==> src/rtl/assert_macros.svh <==
// Assertion macros used by the RTL of the branch target buffer.
// Depends on nothing; users must have clk and rst_n in scope.
`ifndef ASSERT_MACROS_SVH
`define ASSERT_MACROS_SVH

// Check a property at every rising clock edge outside reset.
`define ASSERT_CLK(label, prop, msg) \
    label: assert property (@(posedge clk) disable iff (!rst_n) (prop)) else $error(msg);

// Check that a condition never holds outside reset.
`define ASSERT_NEVER(label, cond, msg) \
    label: assert property (@(posedge clk) disable iff (!rst_n) !(cond)) else $error(msg);

`endif

==> src/rtl/btb_pkg.sv <==
// Shared types, constants and codes of the branch target buffer.
// Depends on nothing.
`default_nettype none
package btb_pkg;

    localparam int MAX_ENTRIES     = 32;
    localparam int ENTRY_W         = 5;
    localparam int MAX_HISTORY     = 8;
    localparam int HIST_W          = 8;
    localparam int HLEN_W          = 4;
    localparam int MAX_TAG         = 30;
    localparam int TAG_W           = 30;
    localparam int TLEN_W          = 5;
    localparam int ADDR_W          = 32;
    localparam int TABLE_DEPTH     = MAX_ENTRIES << MAX_HISTORY;
    localparam int SLOT_W          = 13;
    localparam int CNT_W           = 2;
    localparam int STORAGE_W       = 15;
    localparam int PADDR_W         = 5;
    localparam int PDATA_W         = 32;
    localparam logic [CNT_W-1:0]  CNT_MAX    = 2'd3;
    localparam logic [CNT_W-1:0]  CNT_TAKEN  = 2'd2;
    localparam logic [ADDR_W-1:0] INSN_BYTES = 32'd4;
    localparam int NEAR_SHARE_SHIFT = 2;
    localparam int FAR_SHARE_SHIFT  = 16;

    typedef enum logic [2:0] {
        REG_ENTRIES_LOG2   = 3'd0,
        REG_HISTORY_BITS   = 3'd1,
        REG_TAG_BITS       = 3'd2,
        REG_INITIAL_STATE  = 3'd3,
        REG_GLOBAL_HISTORY = 3'd4,
        REG_GLOBAL_TABLE   = 3'd5,
        REG_SHARE_MODE     = 3'd6
    } reg_idx_t;

    typedef enum logic [1:0] {
        SHARE_NONE = 2'd0,
        SHARE_NEAR = 2'd1,
        SHARE_FAR  = 2'd2
    } share_t;

    typedef enum logic {
        FUNC_PREDICT = 1'b0,
        FUNC_UPDATE  = 1'b1
    } func_t;

    typedef enum logic [2:0] {
        ST_CLEAR,
        ST_IDLE,
        ST_CALC,
        ST_RELOAD,
        ST_READ,
        ST_RESP
    } state_t;

    typedef struct packed {
        logic              func;
        logic [ADDR_W-1:0] pc;
        logic [ADDR_W-1:0] resolved_target;
        logic              outcome_taken;
        logic [ADDR_W-1:0] earlier_prediction;
    } req_t;

    typedef struct packed {
        logic                 predict_taken;
        logic [ADDR_W-1:0]    predicted_address;
        logic [31:0]          branch_count;
        logic [31:0]          flush_count;
        logic [STORAGE_W-1:0] storage_bits;
    } rsp_t;

    // Effective (saturated) configuration seen by the datapath
    typedef struct packed {
        logic [2:0]        entries_log2;
        logic [HLEN_W-1:0] hist_len;
        logic [TLEN_W-1:0] tag_len;
        logic [CNT_W-1:0]  init_state;
        logic              global_history;
        logic              global_table;
        share_t            share_mode;
    } cfg_t;

endpackage
`default_nettype wire

==> src/rtl/btb_slot_unit.sv <==
// Shared counter-table address unit: table base shifted by history length plus offset.
// Depends on btb_pkg.
`default_nettype none
module btb_slot_unit (
    input  wire logic [btb_pkg::ENTRY_W-1:0] base,
    input  wire logic [btb_pkg::HIST_W-1:0]  offset,
    input  wire logic [btb_pkg::HLEN_W-1:0]  hist_len,
    output logic      [btb_pkg::SLOT_W-1:0]  slot
);
    import btb_pkg::*;

    logic [SLOT_W-1:0] base_ext;
    logic [SLOT_W-1:0] base_shift;

    // Place the table at base << hist_len and add the counter offset
    always_comb
    begin
        base_ext   = SLOT_W'(base);
        base_shift = base_ext << hist_len;
        slot       = base_shift + SLOT_W'(offset);
    end

endmodule
`default_nettype wire

==> config.mk <==
export PLATFORM = sky130hd
export DESIGN_NAME = btb_slot_unit
export DESIGN_NICKNAME = d
export VERILOG_FILES = /design/src/rtl/assert_macros.svh /design/src/rtl/btb_pkg.sv /design/src/rtl/btb_slot_unit.sv
export SDC_FILE = /design/constraint.sdc
export NUM_CORES = 1
export LEC_CHECK = 0
export BUFFER_PORTS_ARGS = -buffer_cell sky130_fd_sc_hd__buf_2
export CAP_MARGIN = 15
export CORE_AREA = 2 2 57 59
export DETAILED_ROUTE_END_ITERATION = 8
export DIE_AREA = 0 0 59 61
export GPL_TIMING_DRIVEN = 0
export PLACE_DENSITY_LB_ADDON = 0.25
export SLEW_MARGIN = 20
export SYNTH_ARGS = -nofsm -noshare
export SYNTH_HDL_FRONTEND = slang
export SYNTH_SLANG_ARGS = --single-unit
export TNS_END_PERCENT = 5
==> constraint.sdc <==
create_clock -name vclk -period 2.8
set_input_delay 0 -clock vclk [all_inputs]
set_output_delay 0 -clock vclk [all_outputs]
set_load 0.005 [all_outputs]
After elaboration in Yosys (flattened, before gate mapping)
Index checks and enable logic that the tools add are counted.
Widths: inputs -> output; s select.
{"block": "classes", "addsub": 1, "shift": 1}
{"op": "$add 13x8->13", "n": 1}
{"op": "$shl 5x4->13", "n": 1}
{"block": "word_totals", "register_bits": 0, "input_bits": 17}

Depth between registers and ports, before layout
Gate-level depths: netlist of run 1.
{"block": "depth", "depth_word": 2, "mapped_depth": 12}

Worst setup path after synthesis of run 1
Ideal clock, no wire load.
{"block": "synth_path", "path_kind": "input-to-output", "startpoint": "in hist_len[0] (netlist name)", "endpoint": "out slot[10] (netlist name)", "n_path_buf": 1, "t_required_ns": 2.800, "arrival_time_ns": 2.055, "cell_stages": 10, "path_slack_ns": 0.745, "path_cell_list": "buf_6 -> mux2_1 -> mux2_2 -> nor3b_1 -> ha_1 -> a21o_1 -> a21oi_1 -> o31a_1 -> nor2_1 -> xnor2_1"}
{"block": "synth_between", "elab_chain_len": 2}
{"element": "from (decl)", "line_no": "btb_slot_unit.sv:7", "rtl": "input wire logic [btb_pkg::HLEN_W-1:0] hist_len,"}
{"element": "$shl 5x4->13", "line_no": "btb_slot_unit.sv:19", "rtl": "base_shift = base_ext << hist_len;"}
{"element": "$add 13x8->13", "line_no": "btb_slot_unit.sv:20", "rtl": "slot = base_shift + SLOT_W'(offset);"}
{"element": "to (decl)", "line_no": "btb_slot_unit.sv:8", "rtl": "output logic [btb_pkg::SLOT_W-1:0] slot"}
No other way between the ends.

Worst setup path after layout of run 1
Same ends and word-level chain as after synthesis.

==> results.md, run 1 <==
- Largest net degree at the start of global routing: 11
- Top Ports: 30
- Die outline area: approximately 0.0036 sq mm
- Fin util: 32.25%
- Synth warnings: 0
- Area delta synth->final: 24.35%
- Post-synthesis xor/xnor area fraction: between 10% and 20%
- Chip width: 59 microns
- Hold Crit Start: offset[0]
- Hold Crit Class: primary input to primary output
- Critical Path RT: 2.80 ns
- All-Layer GR Usage: between 10% and 20%
- Final Hold Fails: 0
- Placed Area: roughly 950 sq um
- Syn Nets: about 130
- Status: completed
- Via count: roughly 850
- Hold Path End: slot[0]
- Diode count: 0
- Power Density: 164.5 mW/mm^2
- First-pass GRT wire length: between 3 and 4 mm
- DRC: 0
- Final ANT Viol Nets: 0
- CP Launch Type: primary input
- Kind of critical path: primary input to primary output
- Hold_ws: around 0.29 ns
- WHS Path Cells: 3
- CTS Hold Bufs: 0
- Routed WL per cell: 11.56 microns
- # clk buffers: 0
- Synth unique cells: 41
- Proportion of layout cells with a drive suffix above 1: about a third
- Setup_tns: 0 ns
- Slew margin rel.: around 65%
- Pins Over Slew Limit: 0
- Largest family of logic cells by synthesized area: compound AO/OA/AOI/OAI gates
- Cts repair resizes: 0
- Starting Density: 25.93%
- GP Congestion: 0.8781
- Crit-path cells: buf_6 -> mux2_1 -> mux2_2 -> nor3b_1 -> ha_1 -> a21o_1 -> a21oi_1 -> o31a_1 -> nor2_1 -> xnor2_1 -> buf_2
- Post-layout nets: 159
- Synth Cell Area: about 770 sq um
- Slew @ Worst Pin: about 0.52 ns
- Final worst path period need: 2.438 ns
- Setup bufs post-CTS: 0
- Compound-cell area share of the yosys netlist: approximately 29%
- Mux cell area share after synthesis: around 12%
- Core Rows: 20
- Most frequent cells in the layout: buf_2, a21oi_1, nor2_1
- FILL cells: about 340
- CP max stage delay: 0.35 ns
- RSZ-0062 raised after global routing: no
- Iteration-0 DRC count of the detailed router: 26
- PortBufs: 29
- Period Utilization, post-route: just under 90%
- Seq/Total Area, Yosys: 0%
- Detail Placement HPWL: between 1.5 and 2 mm
- Setup violations, final: 0
- Synth Instances: between 100 and 150
- Max Clock Freq: roughly 410 MHz
- Peak supply drop: between 50 and 60 uV
- Post-Synth Simple-Gate Area: 27.61%
- Maximum fanout along the worst path: 9
- Pre-Repair DR Iteration Count: 4
- Flip-flop and latch area: 0 sq um
- Count of flip-flops and latches: 0
- Initial antenna violation count: 0
- Worst Path Arrival: ~2.4 ns
- Die height: about 61 microns
- Aggregate global routing overflow: 0
- Leak: roughly 0.00044 uW
- Commonest non-fill, non-tap cell in the layout: buf_2
- Slowest CP cell: mux2_1
- Mean Syn Cell Area: between 7 and 8 sq um
- Worst setup EP type: primary output
- Max Cap Viol: 0
- Fin area: about 950 sq um
- Total length of routed wires: 1.896 mm
- Core area: between 0.002 and 0.003 sq mm
- Vias in the first global route: 766
- Adder-cell share of the synthesized area: 15.69%
- Post-DR vias/cell: between 5 and 6
## cells in the mapped netlist, types with 2 or more instances
library cell	number	share of area, %
nand3_1	4	2.6
o21ai_0	3	2.0
buf_6	2	2.9
nor2b_1	3	2.5
mux2i_1	4	5.2
nand2_1	7	3.4
a21oi_1	12	7.8
a21o_1	4	3.9
ha_1	8	13
nor3b_1	3	2.9
nor3_1	3	2.0
o21a_1	2	2.0
mux2_4	2	3.9
xnor2_1	6	6.9
xor2_1	3	3.4
nor2_1	11	5.4
## routing by layer
metal | GRT usage (%) | routed length [microns]
met5 | 0 | 0
met4 | 0 | 0
met3 | 0.2132 | 109
met2 | 20.63 | 922
met1 | 14.30 | 865
## how the worst max path moves through the flow
| stage | startpoint | to | slack, ns | cells after the start |
|---|---|---|---|---|
| after floorplan | hist_len[0] | slot[10] | 0.75 | 10 |
| final | hist_len[0] | slot[10] | 0.36 | 11 |
| after detailed placement | hist_len[0] | slot[10] | 0.41 | 11 |
| after global placement | hist_len[0] | slot[11] | 0.41 | 11 |
| after CTS | hist_len[0] | slot[10] | 0.39 | 11 |
| after global routing | hist_len[0] | slot[11] | 0.15 | 11 |
## power breakdown
part	leakage, uW	internal (uW)	total [uW]	switching [uW]
Combinational	0.000445	74.5	157	82.1
Sequential	0	0	0	0
Clock	0	0	0	0
Total	0.000445	74.5	157	82.1
## cell families after synthesis
family,count (synthesis)
and+or+nand+nor,40
AOI/OAI and AO/OA,31
xor gates and xnor gates,9
adders and majority gates,9
muxes,8
buffers and inverters,5
## per-stage QoR
step | worst slack, ns | power, uW | std cells
5_1_grt | 0.1463 | 175.2 | 164
4_1_cts | 0.3930 | 158.3 | 164
3_5_place_dp | 0.4121 | 157.5 | 164
6_report | 0.3623 | 156.7 | 164
2_1_floorplan | 0.7454 | 104.0 | 102
3_3_place_gp | 0.4056 | 156.2 | 164
## critical path, delay by kind of cell
kind            cells  cell delay [ns]
simple gates        2             0.26
fa+ha+maj           1             0.35
xor+xnor            1             0.15
mux                 2             0.67
compound gates      3             0.76
buf+inv             2             0.25
## cell type report
type	instances	area [sq um]	share of cell area, %
buffer	4	40.04	4.205
multi-input combinational	97	721.9	75.82
inverter	1	3.754	0.3942
tap	33	41.29	4.336
timing repair buffer	29	145.1	15.24
Note: power is estimated with default switching activity, not from simulation.
==> run 2, diff against run 1 <==
--- a/config.mk
+++ b/config.mk
@@ -7,9 +7,9 @@
 export LEC_CHECK = 0
 export BUFFER_PORTS_ARGS = -buffer_cell sky130_fd_sc_hd__buf_2
 export CAP_MARGIN = 15
-export CORE_AREA = 2 2 57 59
+export CORE_AREA = 2 2 59 61
 export DETAILED_ROUTE_END_ITERATION = 8
-export DIE_AREA = 0 0 59 61
+export DIE_AREA = 0 0 61 63
 export GPL_TIMING_DRIVEN = 0
 export PLACE_DENSITY_LB_ADDON = 0.25
 export SLEW_MARGIN = 20
==> run 2 against run 1 <==
  * Worst hold slack lost 0.0017 ns
  * Die area grew 6.8%
  * Final area increased by 1.7%
  * Worst setup slack gained 0.063 ns
  * Power increased by 0.98%
  * Sequential share of layout area unchanged
  * Sequential cell count stayed put
  * Final cell count rose by 7.9%
==> results.md, run 2 (same netlist as run 1, synthesis figures left out) <==
- Status: completed
- All-Layer GR Usage: 9.724% (-1.0 points)
- Post-layout nets: 159 (unchanged)
- Worst Path Arrival: 2.37 ns (-0.07 ns)
- # clk buffers: 0 (unchanged)
- Proportion of layout cells with a drive suffix above 1: 32.06% (unchanged)
- Met3 usage in global routing: 0.2070% (-0.0062 points)
- Aggregate global routing overflow: 0 (unchanged)
- Starting Density: 23.69% (-2.2 points)
- GR Util met1: 14.57% (+0.26 points)
- Pwr Total: 158.2 uW (+0.98%)
- First-pass GRT wire length: 3.160 mm (-1.7%)
- Peak supply drop: 48.19 uV (-15%)
- Flip-flop and latch area: 0 sq um (unchanged)
- Worst setup EP type: primary output
- CP Launch Type: primary input
- Cts repair resizes: 0 (unchanged)
- FILL cells: 353 (+4.1%)
- Chip width: 61 microns (+3.4%)
- Pins Over Slew Limit: 0 (unchanged)
- Most frequent cells in the layout: buf_2, a21oi_1, nor2_1
- Critical Path RT: 2.80 ns (about the same)
- Routed WL per cell: 11.05 microns (-4.4%)
- Vias in the first global route: 784 (+2.3%)
- Hold Crit Class: primary input to primary output
- Kind of critical path: primary input to primary output
- Setup bufs post-CTS: 0 (unchanged)
- DRC: 0 (unchanged)
- Maximum fanout along the worst path: 9 (unchanged)
- Placed Area: 968.4 sq um (+1.7%)
- Post-DR vias/cell: 4.740 (-8.8%)
- Slew margin rel.: 65.29% (+0.60 points)
- WHS Path Cells: 3 (unchanged)
- Initial antenna violation count: 0 (unchanged)
- Placed Instances: 177 (+7.9%)
- CTS Hold Bufs: 0 (unchanged)
- Die outline area: 0.003843 sq mm (+6.8%)
- Max Clock Freq: 421.1 MHz (+2.6%)
- Final worst path period need: 2.375 ns (-0.06277 ns)
- Area delta synth->final: 26.47%
- Leak: 0.0004447 uW (unchanged)
- Core Rows: 21 (+5.0%)
- Max Cap Viol: 0 (unchanged)
- Final Hold Fails: 0 (unchanged)
- Slew @ Worst Pin: 0.5159 ns (-0.008901 ns)
- RSZ-0062 raised after global routing: no
- GP Congestion: 0.8554 (-2.6%)
- GR peak layer: met2
- Core area: 0.003232 sq mm (+9.4%)
- Fin util: 29.97% (-2.3 points)
- Setup_tns: 0 ns (unchanged)
- Count of flip-flops and latches: 0 (unchanged)
- Total length of routed wires: 1.956 mm (+3.2%)
- Diode count: 0 (unchanged)
- Pre-Repair DR Iteration Count: 4 (unchanged)
- Power Density: 163.4 mW/mm^2 (-0.72%)
- Fin area: 968.4 sq um (+1.7%)
- Iteration-0 DRC count of the detailed router: 18 (-31%)
- Setup violations, final: 0 (unchanged)
- PortBufs: 29 (unchanged)
- Period Utilization, post-route: 84.82% (-2.2 points)
- Met2 global-route usage: 15.73% (-4.9 points)
- Finished Layout Cells: 177 (+7.9%)
- Top Ports: 30 (unchanged)
- Die height: 63 microns (+3.3%)
- Detail Placement HPWL: 1.642 mm (+0.79%)
- Via count: 839 (-1.5%)
- Largest net degree at the start of global routing: 11 (unchanged)
- Final ANT Viol Nets: 0 (unchanged)
- Commonest non-fill, non-tap cell in the layout: buf_2
## run 2: cell counts in the layout (fill, tap and decap cells not counted)
Identical to the previous run, type by type.
## run 2: final cells by class
type                            instances  area [sq um]  share of cell area, %
Inverter                                1         3.754                 0.3876
Timing Repair Buffer                   29         145.1                  14.99
Multi-Input combinational cell         97         721.9                  74.55
Buffer                                  4         40.04                  4.134
Tap cell                               46         57.56                  5.943
## run 2: power by group
group,internal [uW],switching (uW),leakage (uW)
clock,0,0,0
sequential,0,0,0
combinational,74.7,83.5,0.000445
total,74.7,83.5,0.000445
## run 2: through the flow
step	hold WS [ns]	setup WS (ns)
after global placement	0.3021	0.4033
after CTS	0.2935	0.4177
final	0.2865	0.4251
after global routing	0.3145	0.2082
after floorplan	0.1189	0.7454
after detailed placement	0.2935	0.4347
## run 2: final timing paths
check	to	startpoint	slack [ns]
hold / removal	slot[0]	offset[0]	0.29
setup / recovery	slot[11]	hist_len[0]	0.43
## run 2: worst max-delay path, stage by stage
cell       delay (ns)
buf_6            0.12
mux2_1           0.34
mux2i_1          0.23
o21ai_0          0.15
nor2b_1          0.16
ha_1             0.33
and4_1           0.26
o2111ai_1        0.18
a221oi_2         0.33
xnor2_1          0.14
buf_2            0.13
## run 2: per-layer routing
layer / share of wire [%] / vias to the layer above
li1: - / 440
met1: 50 / 374
met2: 45 / 23
met3: 4.0 / 2
met4: 0.82 / 0
met5: 0 / -
==> run 3, diff against run 2 <==
--- a/config.mk
+++ b/config.mk
@@ -5,6 +5,7 @@
 export SDC_FILE = /design/constraint.sdc
 export NUM_CORES = 1
 export LEC_CHECK = 0
+export ABC_AREA = 1
 export BUFFER_PORTS_ARGS = -buffer_cell sky130_fd_sc_hd__buf_2
 export CAP_MARGIN = 15
 export CORE_AREA = 2 2 59 61
==> constraint.sdc (replaced) <==
create_clock -name vclk -period 2.3
set_input_delay 0 -clock vclk [all_inputs]
set_output_delay 0 -clock vclk [all_outputs]
set_load 0.005 [all_outputs]
==> run 3 against run 2 <==
  * Sequential share of layout area unchanged
  * Sequential cell count is the same
  * Global-route usage up 0.32 points
  * Highest routed layer is now met3
  * Largest power group unchanged
==> results.md, run 3 <==
- Status: completed
- Pre-Repair DR Iteration Count: 4 (unchanged)
- Most numerous cell in the Yosys netlist: nand2_1
- Peak supply drop: 72.90 uV (+51%)
- Maximum fanout along the worst path: 9 (unchanged)
- Hold Path End: slot[0]
- Setup_tns: 0 ns (unchanged)
- Via count: 897 (+6.9%)
- Die outline area: 0.003843 sq mm (unchanged)
- DRC: 0 (unchanged)
- Max Clock Freq: 494.4 MHz
- Starting Density: 23.69% (unchanged)
- Seq/Total Area, Yosys: 0% (unchanged)
- # clk buffers: 0 (unchanged)
- Mean Syn Cell Area: 5.757 sq um (-23%)
- Chip width: 61 microns (unchanged)
- WHS Path Cells: 3 (unchanged)
- Routed WL per cell: 8.985 microns (-19%)
- Synth top area share: 20.59% (+7.5 points)
- Synth Cell Area: 765.7 sq um (unchanged)
- All-Layer GR Usage: 10.05% (+0.32 points)
- Total length of routed wires: 1.851 mm (-5.4%)
- Hold_ws: 0.2890 ns (+0.002555 ns)
- CP max stage delay: 0.41 ns (+0.07 ns)
- Iteration-0 DRC count of the detailed router: 43 (+25)
- Synth warnings: 0 (unchanged)
- Final worst path period need: roughly 2 ns
- Count of flip-flops and latches: 0 (unchanged)
- FILL cells: 378 (+7.1%)
- PortBufs: 27 (-6.9%)
- Slew @ Worst Pin: 0.3259 ns (-0.1900 ns)
- Post-DR vias/cell: 4.354 (-8.1%)
- Synth Instances: 133 (+30%)
- Flip-flop and latch area: 0 sq um (unchanged)
- Critical Path RT: 2.30 ns (-0.50 ns)
- Leak: 0.0005284 uW (+19%)
- Vias in the first global route: 802 (+2.3%)
- Initial antenna violation count: 0 (unchanged)
- Largest net degree at the start of global routing: 10 (-1)
- Top cells by count, synth: nand2_1, nand3_1, nor2_1
- Die height: 63 microns (unchanged)
- CTS Hold Bufs: 0 (unchanged)
- Slowest CP cell: fa_1
- Commonest non-fill, non-tap cell in the layout: nand2_1
- Proportion of layout cells with a drive suffix above 1: 30.00% (-2.1 points)
- Worst setup EP type: primary output
- Slew margin rel.: 78.25% (+13 points)
- Crit-path leading delay family: simple AND/OR/NAND/NOR gates
- Aggregate global routing overflow: 0 (unchanged)
- Synth unique cells: 27 (-34%)
- First-pass GRT wire length: 3.256 mm (+3.0%)
- Post-layout nets: 188 (+18%)
- Power Density: 215.9 mW/mm^2 (+32%)
- Final Hold Fails: 0 (unchanged)
- Diode count: 0 (unchanged)
- Crit-path cells: buf_2 -> clkinv_1 -> nand2_1 -> nor2_1 -> ha_1 -> fa_1 -> nand3_1 -> nand2_1 -> nand2_1 -> nand3_1 -> nand3_4 -> nor2_4 -> nand2_1 -> nand2_1 -> nand2_1 -> buf_2
- Hold Crit Class: primary input to primary output
- Yosys top cell by area: nand2_1
- Final ANT Viol Nets: 0 (unchanged)
- Syn Nets: 159 (+24%)
- GP Congestion: 0.8233 (-3.8%)
- Area delta synth->final: 25.16%
- Hold Crit Start: offset[0]
- Critical path depth: 16 (+5)
- CP bufs+invs: 3 (+1)
- CP most frequent cell: nand2_1
- Kind of critical path: primary input to primary output
- RSZ-0062 raised after global routing: no
- Worst Path Arrival: 2.02 ns (-0.35 ns)
- Period Utilization, post-route: 87.94%
- Core area: 0.003232 sq mm (unchanged)
- Pins Over Slew Limit: 0 (unchanged)
- Max Cap Viol: 0 (unchanged)
- Most frequent cells in the layout: nand2_1, buf_2, nand3_1
- Setup bufs post-CTS: 0 (unchanged)
- CP Launch Type: primary input
- Cts repair resizes: 0 (unchanged)
- Synth area leaders: nand2_1, ha_1, nand3_1
- Setup violations, final: 0 (unchanged)
- Top Ports: 30 (unchanged)
- Core Rows: 21 (unchanged)
- Detail Placement HPWL: 1.660 mm (+1.1%)
==> run 3: changes by cell type in the layout (fill, tap and decap cells not counted), sizes merged, moves of 4 or more <==
cell   before  now
nor2       11   16
mux2        4    0
nand3       4   14
mux2i       4    0
inv         1   12
nand2       7   50
a21oi      13    7
==> run 3: worst max path at each step <==
stage / from / to
after global placement: hist_len[2] / slot[12]
after detailed placement: hist_len[2] / slot[12]
after floorplan: hist_len[0] / slot[12]
after CTS: hist_len[2] / slot[12]
final: hist_len[2] / slot[12]
after global routing: hist_len[2] / slot[12]
==> run 3: final cells by class <==
type / instances / area [sq um] / share of cell area (%)
timing repair buffer: 27 / 135.1 / 14.10
multi-input combinational: 117 / 686.9 / 71.67
inverter: 13 / 51.30 / 5.352
buffer: 3 / 27.53 / 2.872
tap: 46 / 57.56 / 6.005
==> run 3: cell families after synthesis <==
family	after synthesis	share of synthesized area [%]
compound gates	17	12.74
simple gates	83	52.12
buf+inv	16	10.29
fa+ha+maj	9	15.69
xor+xnor	8	9.149
==> run 3: metal layers <==
metal | track usage [%] | share of wire, % | up-vias
met2 | 17.74 | 45 | 21
met1 | 14.32 | 50 | 383
met5 | 0 | 0 | -
li1 | - | - | 493
met3 | 0 | 4.8 | 0
met4 | 0 | 0 | 0
==> run 3: where the power goes <==
part / total, uW / internal [uW] / switching, uW
logic: 207 / 88.9 / 118
clock network: 0 / 0 / 0
registers: 0 / 0 / 0
==> run 3: metrics by stage <==
step	cells	cell area, sq um	setup slack, ns	power [uW]	util [%]
6_report	206	958.4	0.2773	206.9	29.66
5_1_grt	206	958.4	0.01710	235.6	29.66
3_3_place_gp	206	958.4	0.3073	205.9	29.66
3_5_place_dp	206	958.4	0.2846	208.5	29.66
2_1_floorplan	133	765.7	0.6905	142.4	-
4_1_cts	206	958.4	0.2713	209.0	29.66
==> run 3: worst min-delay path, stage by stage <==
cell and delay, ns:
buf_2 0.08, ha_1 0.11, buf_2 0.10
