File: config.mk
export PLATFORM = sky130hd
export DESIGN_NAME = btb_cfg_regs
export DESIGN_NICKNAME = d
export VERILOG_FILES = /design/src/rtl/assert_macros.svh /design/src/rtl/btb_pkg.sv /design/src/rtl/btb_cfg_regs.sv
export SDC_FILE = /design/constraint.sdc
export NUM_CORES = 1
export LEC_CHECK = 0
export CORE_UTILIZATION = 45
export CTS_BUF_LIST = sky130_fd_sc_hd__clkbuf_2
export CTS_CLUSTER_SIZE = 20
export DETAILED_ROUTE_END_ITERATION = 10
export DONT_BUFFER_PORTS = 1
export PLACE_DENSITY = 0.59
export SLEW_MARGIN = 20
export SYNTH_ARGS = -nofsm -noshare
export SYNTH_HDL_FRONTEND = slang
export SYNTH_SLANG_ARGS = --single-unit
File: constraint.sdc
create_clock -name clk -period 4.37 [get_ports clk]
set_input_delay 0.6555 -clock clk [delete_from_list [all_inputs] [get_ports clk]]
set_output_delay 0.6555 -clock clk [all_outputs]
set_load 0.03 [all_outputs]
File: src/rtl/assert_macros.svh
// Assertion macros used by the RTL of the branch target buffer.
// Depends on nothing; users must have clk and rst_n in scope.
`ifndef ASSERT_MACROS_SVH
`define ASSERT_MACROS_SVH

// Check a property at every rising clock edge outside reset.
`define ASSERT_CLK(label, prop, msg) \
    label: assert property (@(posedge clk) disable iff (!rst_n) (prop)) else $error(msg);

// Check that a condition never holds outside reset.
`define ASSERT_NEVER(label, cond, msg) \
    label: assert property (@(posedge clk) disable iff (!rst_n) !(cond)) else $error(msg);

`endif

File: src/rtl/btb_pkg.sv
// Shared types, constants and codes of the branch target buffer.
// Depends on nothing.
`default_nettype none
package btb_pkg;

    localparam int MAX_ENTRIES     = 32;
    localparam int ENTRY_W         = 5;
    localparam int MAX_HISTORY     = 8;
    localparam int HIST_W          = 8;
    localparam int HLEN_W          = 4;
    localparam int MAX_TAG         = 30;
    localparam int TAG_W           = 30;
    localparam int TLEN_W          = 5;
    localparam int ADDR_W          = 32;
    localparam int TABLE_DEPTH     = MAX_ENTRIES << MAX_HISTORY;
    localparam int SLOT_W          = 13;
    localparam int CNT_W           = 2;
    localparam int STORAGE_W       = 15;
    localparam int PADDR_W         = 5;
    localparam int PDATA_W         = 32;
    localparam logic [CNT_W-1:0]  CNT_MAX    = 2'd3;
    localparam logic [CNT_W-1:0]  CNT_TAKEN  = 2'd2;
    localparam logic [ADDR_W-1:0] INSN_BYTES = 32'd4;
    localparam int NEAR_SHARE_SHIFT = 2;
    localparam int FAR_SHARE_SHIFT  = 16;

    typedef enum logic [2:0] {
        REG_ENTRIES_LOG2   = 3'd0,
        REG_HISTORY_BITS   = 3'd1,
        REG_TAG_BITS       = 3'd2,
        REG_INITIAL_STATE  = 3'd3,
        REG_GLOBAL_HISTORY = 3'd4,
        REG_GLOBAL_TABLE   = 3'd5,
        REG_SHARE_MODE     = 3'd6
    } reg_idx_t;

    typedef enum logic [1:0] {
        SHARE_NONE = 2'd0,
        SHARE_NEAR = 2'd1,
        SHARE_FAR  = 2'd2
    } share_t;

    typedef enum logic {
        FUNC_PREDICT = 1'b0,
        FUNC_UPDATE  = 1'b1
    } func_t;

    typedef enum logic [2:0] {
        ST_CLEAR,
        ST_IDLE,
        ST_CALC,
        ST_RELOAD,
        ST_READ,
        ST_RESP
    } state_t;

    typedef struct packed {
        logic              func;
        logic [ADDR_W-1:0] pc;
        logic [ADDR_W-1:0] resolved_target;
        logic              outcome_taken;
        logic [ADDR_W-1:0] earlier_prediction;
    } req_t;

    typedef struct packed {
        logic                 predict_taken;
        logic [ADDR_W-1:0]    predicted_address;
        logic [31:0]          branch_count;
        logic [31:0]          flush_count;
        logic [STORAGE_W-1:0] storage_bits;
    } rsp_t;

    // Effective (saturated) configuration seen by the datapath
    typedef struct packed {
        logic [2:0]        entries_log2;
        logic [HLEN_W-1:0] hist_len;
        logic [TLEN_W-1:0] tag_len;
        logic [CNT_W-1:0]  init_state;
        logic              global_history;
        logic              global_table;
        share_t            share_mode;
    } cfg_t;

endpackage
`default_nettype wire

File: src/rtl/btb_cfg_regs.sv
// APB register file of the branch target buffer, with effective values and storage size.
// Depends on btb_pkg.
`default_nettype none
module btb_cfg_regs (
    input  wire logic                            clk,
    input  wire logic                            rst_n,
    input  wire logic                            psel,
    input  wire logic                            penable,
    input  wire logic                            pwrite,
    input  wire logic [btb_pkg::PADDR_W-1:0]     paddr,
    input  wire logic [btb_pkg::PDATA_W-1:0]     pwdata,
    output logic      [btb_pkg::PDATA_W-1:0]     prdata,
    output logic                                 pready,
    output btb_pkg::cfg_t                        cfg,
    output logic                                 cfg_write,
    output logic      [btb_pkg::STORAGE_W-1:0]   storage_bits
);
    import btb_pkg::*;

    logic [2:0]        entries_log2_reg;
    logic [HLEN_W-1:0] history_bits_reg;
    logic [TLEN_W-1:0] tag_bits_reg;
    logic [CNT_W-1:0]  initial_state_reg;
    logic              global_history_reg;
    logic              global_table_reg;
    logic [1:0]        share_mode_reg;
    logic [STORAGE_W-1:0] storage_reg;
    logic [STORAGE_W-1:0] storage_next;

    reg_idx_t reg_idx;
    logic     wr_hit;
    logic [STORAGE_W-1:0] entry_part;
    logic [STORAGE_W-1:0] hist_part;
    logic [STORAGE_W-1:0] table_part;
    logic [2:0]           hreg_shift;
    logic [3:0]           table_shift;

    assign reg_idx = reg_idx_t'(paddr[4:2]);
    assign pready  = 1'b1;
    assign wr_hit  = psel && penable && pwrite && (paddr[4:2] <= 3'(REG_SHARE_MODE));
    assign cfg_write = wr_hit;

    // Write the registers
    always_ff @(posedge clk or negedge rst_n)
    begin
        if (!rst_n)
        begin
            entries_log2_reg   <= 3'd5;
            history_bits_reg   <= 4'd8;
            tag_bits_reg       <= 5'd30;
            initial_state_reg  <= 2'd1;
            global_history_reg <= 1'b0;
            global_table_reg   <= 1'b0;
            share_mode_reg     <= 2'd0;
        end
        else if (wr_hit)
        begin
            case (reg_idx)
                REG_ENTRIES_LOG2:   entries_log2_reg   <= pwdata[2:0];
                REG_HISTORY_BITS:   history_bits_reg   <= pwdata[3:0];
                REG_TAG_BITS:       tag_bits_reg       <= pwdata[4:0];
                REG_INITIAL_STATE:  initial_state_reg  <= pwdata[1:0];
                REG_GLOBAL_HISTORY: global_history_reg <= pwdata[0];
                REG_GLOBAL_TABLE:   global_table_reg   <= pwdata[0];
                REG_SHARE_MODE:     share_mode_reg     <= pwdata[1:0];
                default:            ;
            endcase
        end
    end

    // Read back raw register values
    always_comb
    begin
        case (reg_idx)
            REG_ENTRIES_LOG2:   prdata = PDATA_W'(entries_log2_reg);
            REG_HISTORY_BITS:   prdata = PDATA_W'(history_bits_reg);
            REG_TAG_BITS:       prdata = PDATA_W'(tag_bits_reg);
            REG_INITIAL_STATE:  prdata = PDATA_W'(initial_state_reg);
            REG_GLOBAL_HISTORY: prdata = PDATA_W'(global_history_reg);
            REG_GLOBAL_TABLE:   prdata = PDATA_W'(global_table_reg);
            REG_SHARE_MODE:     prdata = PDATA_W'(share_mode_reg);
            default:            prdata = '0;
        endcase
    end

    // Saturate the registers into their working ranges
    always_comb
    begin
        cfg.entries_log2 = (entries_log2_reg > 3'd5) ? 3'd5 : entries_log2_reg;
        if (history_bits_reg == 4'd0)
        begin
            cfg.hist_len = 4'd1;
        end
        else if (history_bits_reg > 4'(MAX_HISTORY))
        begin
            cfg.hist_len = 4'(MAX_HISTORY);
        end
        else
        begin
            cfg.hist_len = history_bits_reg;
        end
        cfg.tag_len        = (tag_bits_reg > 5'(MAX_TAG)) ? 5'(MAX_TAG) : tag_bits_reg;
        cfg.init_state     = initial_state_reg;
        cfg.global_history = global_history_reg;
        cfg.global_table   = global_table_reg;
        case (share_mode_reg)
            SHARE_NEAR: cfg.share_mode = SHARE_NEAR;
            SHARE_FAR:  cfg.share_mode = SHARE_FAR;
            default:    cfg.share_mode = SHARE_NONE;
        endcase
    end

    // Storage size: all products are shifts by powers of two
    always_comb
    begin
        hreg_shift   = cfg.global_history ? 3'd0 : cfg.entries_log2;
        table_shift  = 4'(cfg.hist_len) + 4'd1 + (cfg.global_table ? 4'd0
                                                   : 4'(cfg.entries_log2));
        entry_part   = (STORAGE_W'(cfg.tag_len) + STORAGE_W'(ADDR_W - 1)) << cfg.entries_log2;
        hist_part    = STORAGE_W'(cfg.hist_len) << hreg_shift;
        table_part   = STORAGE_W'(1) << table_shift;
        storage_next = entry_part + hist_part + table_part;
    end

    always_ff @(posedge clk)
    begin
        storage_reg <= storage_next;
    end

    assign storage_bits = storage_reg;

endmodule
`default_nettype wire

# == Yosys cells after proc, flatten, opt, wreduce, memory -nomap -nowiden ==
# Index checks and enable logic that the tools add are counted.
# op_classes
n_reduce_logical,12
order_cmp,4
n_bitwise,0
muxes,8
add_sub_neg,5
multipliers,0
shifts,3
n_div,0
eq_ne,8
# ops
op,n
case mux 5 bit (7 select lines),1
adder 15 bit,2
left shift 1 x 4 -> 15 bit (first input constant),1
left shift 4 x 3 -> 15 bit,1
left shift 6 x 3 -> 15 bit,1
AND reduction 2 bit,7
== test 3 bit (second input constant),3
two-way mux 3 bit,3
two-way mux 4 bit,2
adder 5 x 5 -> 6 bit (second input constant),1
== test 3 x 2 -> 1 bit (second input constant),2
greater-than comparator 5 bit (second input constant),1
two-way mux 5 bit,1
adder 4 x 1 -> 4 bit (second input constant),1
adder 4 x 3 -> 4 bit,1
greater-than comparator 4 bit (second input constant),1
logical NOT 4 bit,1
case mux 2 bit (2 select lines),1
== test 3 x 1 -> 1 bit (second input constant),1
greater-than comparator 3 bit (second input constant),1
<= comparator 3 bit (second input constant),1
logical AND 1 bit,3
logical NOT 3 bit,1
== test 2 x 1 -> 1 bit (second input constant),1
== test 2 bit (second input constant),1
# totals
mem_bits_ro,0
reg_bits,33
input_bits,42
mem_bits_rw,0
out_inout_bits,67
latch_bits,0
elab_cells,48
memories,0

# == Depth between registers and ports, before layout ==
# Gate-level depths: netlist of the first run.
# logic_depth
ltp_word,7
ltp_mapped,20
ltp_nobuf,19

# == Worst setup path before layout of the first run ==
# No wires, ideal clock.
# synth_timing
kind,reg-to-reg
start,register entries_log2_reg[2]
end,"register storage_reg[11], in the netlist storage_bits[11]"
path_buffers,2
synth_period_minus_slack_ns,4.685
slack_ns,-0.315
setup_time_ns,0.082
required_time_ns,4.288
path_stages_with_launch,21
arrival_time_ns,4.603
cell_sequence,dfstp_2 -> buf_2 -> nand2b_1 -> inv_1 -> nand2b_1 -> inv_1 -> ha_1 -> nor2b_4 -> o21a_1 -> or3_4 -> and2_1 -> buf_6 -> or4_4 -> fa_1 -> inv_1 -> ha_1 -> or2_2 -> a21oi_1 -> nand2b_1 -> or4b_1 -> o2111ai_1
# synth_rtl
item,line,text
from (decl),btb_cfg_regs.sv:20,logic [2:0] entries_log2_reg;
from (signal assigned),btb_cfg_regs.sv:59,REG_ENTRIES_LOG2: entries_log2_reg <= pwdata[2:0];
to (signal assigned),btb_cfg_regs.sv:127,storage_reg <= storage_next;
to (decl),btb_cfg_regs.sv:27,logic [STORAGE_W-1:0] storage_reg;

# == Final worst setup path of the first run ==
# layout_timing
start,register entries_log2_reg[2]
end,"register storage_reg[11], in the netlist storage_bits[11]"
# layout_between
elab_chain_cells,6
word_cells_on_any_way,10
classes_between,add/sub: 3; order compare: 1; shift: 3; mux: 3
# layout_lines
item,line,text
greater-than comparator 3 bit,btb_cfg_regs.sv:89,cfg.entries_log2 = (entries_log2_reg > 3'd5) ? 3'd5 : entries_log2_reg;
two-way mux 3 bit *,btb_cfg_regs.sv:89,
two-way mux 3 bit (on tied branches),"btb_cfg_regs.sv:116, btb_cfg_regs.sv:117",
left shift 4 x 3 -> 15 bit / adder 4 x 3 -> 4 bit (equally long branches),"btb_cfg_regs.sv:120, btb_cfg_regs.sv:117",
adder 15 bit / left shift 1 x 4 -> 15 bit (equally long branches),"btb_cfg_regs.sv:122, btb_cfg_regs.sv:121",
adder 15 bit *,btb_cfg_regs.sv:122,storage_next = entry_part + hist_part + table_part;
named net storage_next[11],btb_cfg_regs.sv:28,logic [STORAGE_W-1:0] storage_next;
# The timed path passes the listed nets; every way through them passes the cells marked *.
# A chain may end at the register's enable or synchronous reset.

==> results of run 1 <==
what timing repair did:
action | 4_1_cts | 5_1_grt
gates resized for setup | 6 | 37
endpoints found under the setup margin | 3 | 7
hold buffers | 1 | 0
buffers inserted | 1 | 5
pin swaps | 1 | 9
hold endpoints to repair | 10 | 0
synth_stat cells, drive strengths merged (4+ instances only):
cell type,instances,area (sq um)
ha,19,238
fa,13,260
dfxtp,15,300
nand2b,10,62.6
mux2i,6,60.1
clkbuf,15,56.3
a211oi,5,37.5
xor2,6,52.6
xnor2,8,70.1
nor2b,11,76.3
buf,37,265
nand3,15,75.1
or2,5,31.3
a21oi,23,126
mux2,16,180
a21o,5,37.5
nor2,24,90.1
a31oi,4,25.0
inv,27,101
nor3,13,65.1
dfstp,8,210
nand2,23,86.3
o21ai,17,85.1
dfrtp,10,250
worst max path at each step:
stage	cells past startpoint	start	to	slack, ns
floorplan	20	entries_log2_reg[2]	storage_bits[11]	0.006
global placement	19	entries_log2_reg[2]	storage_bits[14]	0.006
detailed placement	19	entries_log2_reg[2]	storage_bits[11]	-0.06
CTS	19	entries_log2_reg[2]	storage_bits[11]	-0.006
global route	19	entries_log2_reg[2]	storage_bits[11]	-0.05
finish	19	entries_log2_reg[2]	storage_bits[11]	0.04
cell type report:
| type | instances | share of cell area (%) |
|---|---|---|
| Clock buffer | 6 | 0.779 |
| Multi-Input combinational cell | 306 | 63.3 |
| Inverter | 27 | 2.69 |
| Sequential cell | 33 | 19.8 |
| Timing Repair Buffer | 48 | 9.51 |
| Tap cell | 96 | 3.12 |
| Clock inverter | 2 | 0.876 |
metal layers:
| layer | up-vias | GRT usage (%) | wire (um) |
|---|---|---|---|
| li1 | 1352 | - | - |
| met1 | 1310 | 30.7 | 3670 |
| met2 | 93 | 32.9 | 3440 |
| met3 | 7 | 3.98 | 479 |
| met4 | 0 | 4.47 | 80 |
| met5 | - | 0 | 0 |
power breakdown:
part	total [mW]	internal (mW)	switching [mW]	leakage [nW]
Clock	0.206	0.0977	0.108	0.0406
Sequential	0.621	0.427	0.195	0.335
Combinational	1.97	0.904	1.07	1.38
Total	2.80	1.43	1.37	1.76
cells by family after synthesis:
| family | after synthesis | synth area share (%) |
|---|---|---|
| other | 2 | 0.230 |
| adders and majority gates | 32 | 15.2 |
| buffers and inverters | 79 | 12.9 |
| DFF | 33 | 23.3 |
| muxes | 23 | 8.04 |
| xor gates and xnor gates | 14 | 3.75 |
| AOI/OAI and AO/OA | 82 | 16.5 |
| and+or+nand+nor | 123 | 20.0 |
==> reports/results.tsv, run 1 <==
stage	metric	value	unit
outcome	status	completed	
detailed_routing	via_count	2762	
floorplanning	std_cell_rows	30	
floorplanning	die_x	87.2	um
synth	synthArstFlopShare	54.5	%
sta	rsz0062_at_grt	yes	
clock_network	insertion_delay	0.37	ns
detailed_routing	avgViaCountPerCell	5.33	
place	place_area	3540	sq um
place	gp_congestion	0.934	
clock_network	cts_inserted_buffers	5	
grt	grt_pass1_wl	12300	um
critical_path	path_cells	nand2b_4 -> inv_4 -> nand2b_4 -> inv_2 -> ha_4 -> nor2b_4 -> o21a_1 -> or3_4 -> and2_4 -> or4_4 -> fa_1 -> inv_2 -> ha_4 -> buf_6 -> or2_4 -> a21oi_2 -> nand2b_4 -> or4b_1 -> o2111ai_1	
clock_network	root_buffer	clkbuf_2	
critical_path	path_common_cell	nand2b_4	
grt	antenna_found_initial	0	
floorplanning	coreArea	6910	sq um
clock_network	clock-sinks	33	
pwr	p_total	2.80	mW
synth	syn_area_per_cell	8.42	sq um
synth	synthFlopType	dfxtp_1	
clock_network	tritoncts	built	
cells_and_area	largest_reg_flops	15	
place	dpl.cell_count	504	
floorplanning	die-area	7600	sq um
sta	max_slew_margin	30.6	%
clock_network	cts.path.max_buffers	2	
synth	synth_cell_types	62	
critical_path	r2r_cells	19	
cells_and_area	fin_cells	518	
critical_path	r2r-start	entries_log2_reg[2]	
critical_path	cp_num_buf_inv	4	
grt	overflow	0	
cells_and_area	layout_common_cells	buf_4, conb_1, nor2_1, inv_1, nand2_1	
critical_path	cpPeakStageDelay	0.56	ns
sta	tns	0	ns
sta	finalCriticalPeriod	4.33	ns
sta	timing.hold.ws	0.0938	ns
critical_path	crit_arrival	4.62	ns
cells_and_area	drive_above_1_share	30.1	%
sta	report.final.slew_viol_count	0	
floorplanning	die_h	87.2	um
critical_path	crit_path_start_kind	flip-flop	
grt	grt_max_degree	20	
critical_path	crit_type	flip-flop to flip-flop	
synth	synth_edf_count	0	
sta	tightest_slew	1.03	ns
place	post-place-ws	-0.0573	ns
grt	grt_util_all_layers	21.2	%
floorplanning	io_pins	109	
pwr	peakVddDrop	254	uV
critical_path	slowest_stage	dfstp_2	
place	hpwlAfterDp	5810	um
sta	finalCritPeriodShare	99.0	%
cells_and_area	synthToLayoutAreaGrowth	18.0	%
critical_path	crit_path_end_kind	flip-flop	
job	maxCapViolCount	0	
detailed_routing	routedWlPerCell	14.8	um
grt	grt_pass1_vias	2542	
pwr	p_leak	1.76	nW
critical_path	path_delay_family	simple AND/OR/NAND/NOR gates	
sta	setup_viol	0	
critical_path	crit_path_max_fanout	5	
sta	max_freq	231	MHz
detailed_routing	postRouteAntennaNets	0	
cells_and_area	n_antenna_cell	0	
synth	synth.yosys.warnings	0	
cells_and_area	multi_input_area	2440	sq um
critical_path	required	4.67	ns
cells_and_area	final_common_cell	buf_4	
place	portBuffers	0	
clock_network	htreeDepth	2	
synth	synth-seq-cells	33	
synth	synthCells	388	
detailed_routing	postRouteWirelength	7660	um
cells_and_area	register_area	762	sq um
floorplanning	initial_utilization	47.3	%
sta	hold_viol	0	
critical_path	rr_endpoint	storage_bits[11]	
cells_and_area	nFillCells	625	
sta	fin_ws	0.0436	ns
cells_and_area	nets	495	
clock_network	clkSlewWorstSetupHoldPaths	0.18	ns
detailed_routing	drtIter0Drc	210	
cells_and_area	final_core_util	55.8	%
synth	syn_area	3270	sq um
critical_path	r2r_slack	0.04	ns
detailed_routing	drc	0	
detailed_routing	first_pass_iters	4	
cells_and_area	final_area	3850	sq um
pwr	power_per_cell_area	726	nW/um^2
synth	ys_seq_area_share	23.3	%
sta	fin_skew	0.0108	ns
worst_hold_path	hold_path.class	primary input to async pin	
Note: power is estimated with default switching activity, not from simulation.
==> run 2, diff against run 1 <==
- BUFFER_PORTS_ARGS: not set -> -buffer_cell sky130_fd_sc_hd__buf_2
- DONT_BUFFER_PORTS: 1 -> not set
- PLACE_DENSITY: 0.59 -> 0.72
==> run 2 against run 1 <==
  * Clock power about the same
  * Sequential cell count unchanged
  * Final area decreased by 0.19%
  * Worst hold slack improved by 0.067 ns
  * Global-route usage increased by 0.22 points
  * Utilization decreased by 0.11 points
  * Clock skew about the same
  * Critical path depth decreased by 1
  * Non-clock buffer count increased by 30
  * Power decreased by 6.0%
  * Worst setup slack improved by 0.10 ns
  * Sequential power decreased by 21%
==> reports/results.tsv, run 2 (synthesized netlist as in run 1, its figures left out) <==
stage	metric	value	unit
outcome	status	completed	
detailed_routing	avgViaCountPerCell	5.34	
pwr	peakVddDrop	262	uV
detailed_routing	drtIter0Drc	227	
sta	fin_ws	0.148	ns
grt	grt_max_degree	21	
detailed_routing	via_count	2925	
critical_path	path_cells	nand2b_4 -> inv_4 -> nand2b_4 -> inv_1 -> ha_1 -> nor2b_4 -> o21a_1 -> or3_4 -> and2_4 -> or4_4 -> fa_1 -> inv_1 -> ha_4 -> nand3_2 -> nor4_2 -> nor3_2 -> o31ai_2 -> xnor2_1	
sta	hold_viol	0	
sta	max_slew_margin	53.3	%
sta	fin_skew	0.0113	ns
cells_and_area	final_area	3850	sq um
clock_network	htreeDepth	2	
sta	tns	0	ns
floorplanning	coreArea	6910	sq um
cells_and_area	largest_reg_flops	15	
floorplanning	die_x	87.2	um
critical_path	crit_path_end_kind	flip-flop	
sta	max_freq	237	MHz
critical_path	r2r_slack	0.15	ns
sta	report.final.slew_viol_count	0	
sta	rsz0062_at_grt	yes	
clock_network	cts_hold_buf	0	
clock_network	cts.path.max_buffers	2	
grt	grt_util_all_layers	21.4	%
detailed_routing	first_pass_iters	6	
cells_and_area	n_antenna_cell	0	
critical_path	cpPeakStageDelay	0.56	ns
clock_network	clock-sinks	33	
cells_and_area	drive_above_1_share	32.7	%
critical_path	crit_arrival	4.55	ns
grt	overflow	0	
sta	setup_viol	0	
sta	finalCritPeriodShare	96.6	%
critical_path	crit_type	flip-flop to flip-flop	
place	hpwlAfterDp	5880	um
cells_and_area	final_common_cell	buf_2	
pwr	power_per_cell_area	683	nW/um^2
cells_and_area	final_core_util	55.7	%
job	maxCapViolCount	0	
floorplanning	std_cell_rows	30	
critical_path	slowest_stage	dfstp_2	
critical_path	crit_path_max_fanout	5	
detailed_routing	drc	0	
critical_path	r2r-start	entries_log2_reg[2]	
place	gp_congestion	0.888	
floorplanning	die_h	87.2	um
cells_and_area	synthToLayoutAreaGrowth	17.8	%
grt	antenna_found_initial	0	
detailed_routing	routedWlPerCell	13.9	um
cells_and_area	fin_cells	548	
place	post-place-ws	0.0335	ns
detailed_routing	met1Wirelength	3440	um
pwr	p_leak	1.87	nW
detailed_routing	postRouteAntennaNets	0	
detailed_routing	top_layer_used	met4	
cells_and_area	layout_common_cells	buf_2, conb_1, buf_4	
sta	tightest_slew	0.695	ns
sta	finalCriticalPeriod	4.22	ns
critical_path	rr_endpoint	storage_bits[14]	
worst_hold_path	hold_path.class	primary input to async pin	
place	place_area	3670	sq um
clock_network	cts_inserted_buffers	5	
clock_network	root_buffer	clkbuf_2	
detailed_routing	postRouteWirelength	7640	um
critical_path	r2r_cells	18	
clock_network	tritoncts	built	
sta	timing.hold.ws	0.161	ns
floorplanning	io_pins	109	
detailed_routing	route.met3.wl	423	um
grt	grt_pass1_wl	12700	um
critical_path	crit_path_start_kind	flip-flop	
floorplanning	initial_utilization	47.3	%
cells_and_area	nets	525	
clock_network	insertion_delay	0.39	ns
grt	grt_pass1_vias	2716	
pwr	p_total	2.63	mW
floorplanning	die-area	7600	sq um
place	portBuffers	51	
detailed_routing	met2_wirelength	3660	um
place	dpl.cell_count	539	
clock_network	clkSlewWorstSetupHoldPaths	0.17	ns
critical_path	required	4.70	ns
==> run 2: worst max path at each step <==
stage	slack, ns	depth (start not counted)	from	end
after global routing	-0.02	16	tag_bits_reg[3]	storage_bits[8]
after CTS	0.007	18	entries_log2_reg[2]	storage_bits[13]
after detailed placement	0.03	18	entries_log2_reg[2]	storage_bits[13]
after floorplan	0.006	20	entries_log2_reg[2]	storage_bits[11]
final	0.15	18	entries_log2_reg[2]	storage_bits[14]
after global placement	0.09	18	entries_log2_reg[2]	storage_bits[14]
==> run 2: final cells by class <==
| class | instances | area (sq um) |
|---|---|---|
| clock inverters | 2 | 33.8 |
| inverters | 27 | 104 |
| fillers | 640 | 3060 |
| clock buffers | 6 | 30.0 |
| multi-input cells | 306 | 2340 |
| flip-flops and latches | 33 | 761 |
| well taps | 96 | 120 |
| repair buffers | 78 | 458 |
==> run 2: worst max-delay path: cells and delay by family, from the launching register on <==
| kind | cells | cell delay (ns) |
|---|---|---|
| simple gates | 9 | 1.87 |
| fa+ha+maj | 3 | 1.03 |
| flops | 1 | 0.56 |
| compound gates | 2 | 0.41 |
| xor+xnor | 1 | 0.15 |
| buf+inv | 3 | 0.14 |
==> run 2: layer usage <==
layer / vias up / track usage (%)
met5: - / 0
met4: 0 / 5.81
met3: 9 / 3.32
met2: 106 / 34.8
met1: 1386 / 29.6
li1: 1424 / -
==> run 2: power breakdown <==
group	leakage, nW	internal [mW]	switching [mW]
clock network	0.0406	0.0976	0.107
registers	0.336	0.426	0.0648
logic	1.49	0.797	1.14
total	1.87	1.32	1.31
==> run 2: repair_timing <==
action | CTS | global route
resized for setup | 0 | 26
setup buffers | 0 | 1
endpoints found under the setup margin | 0 | 8
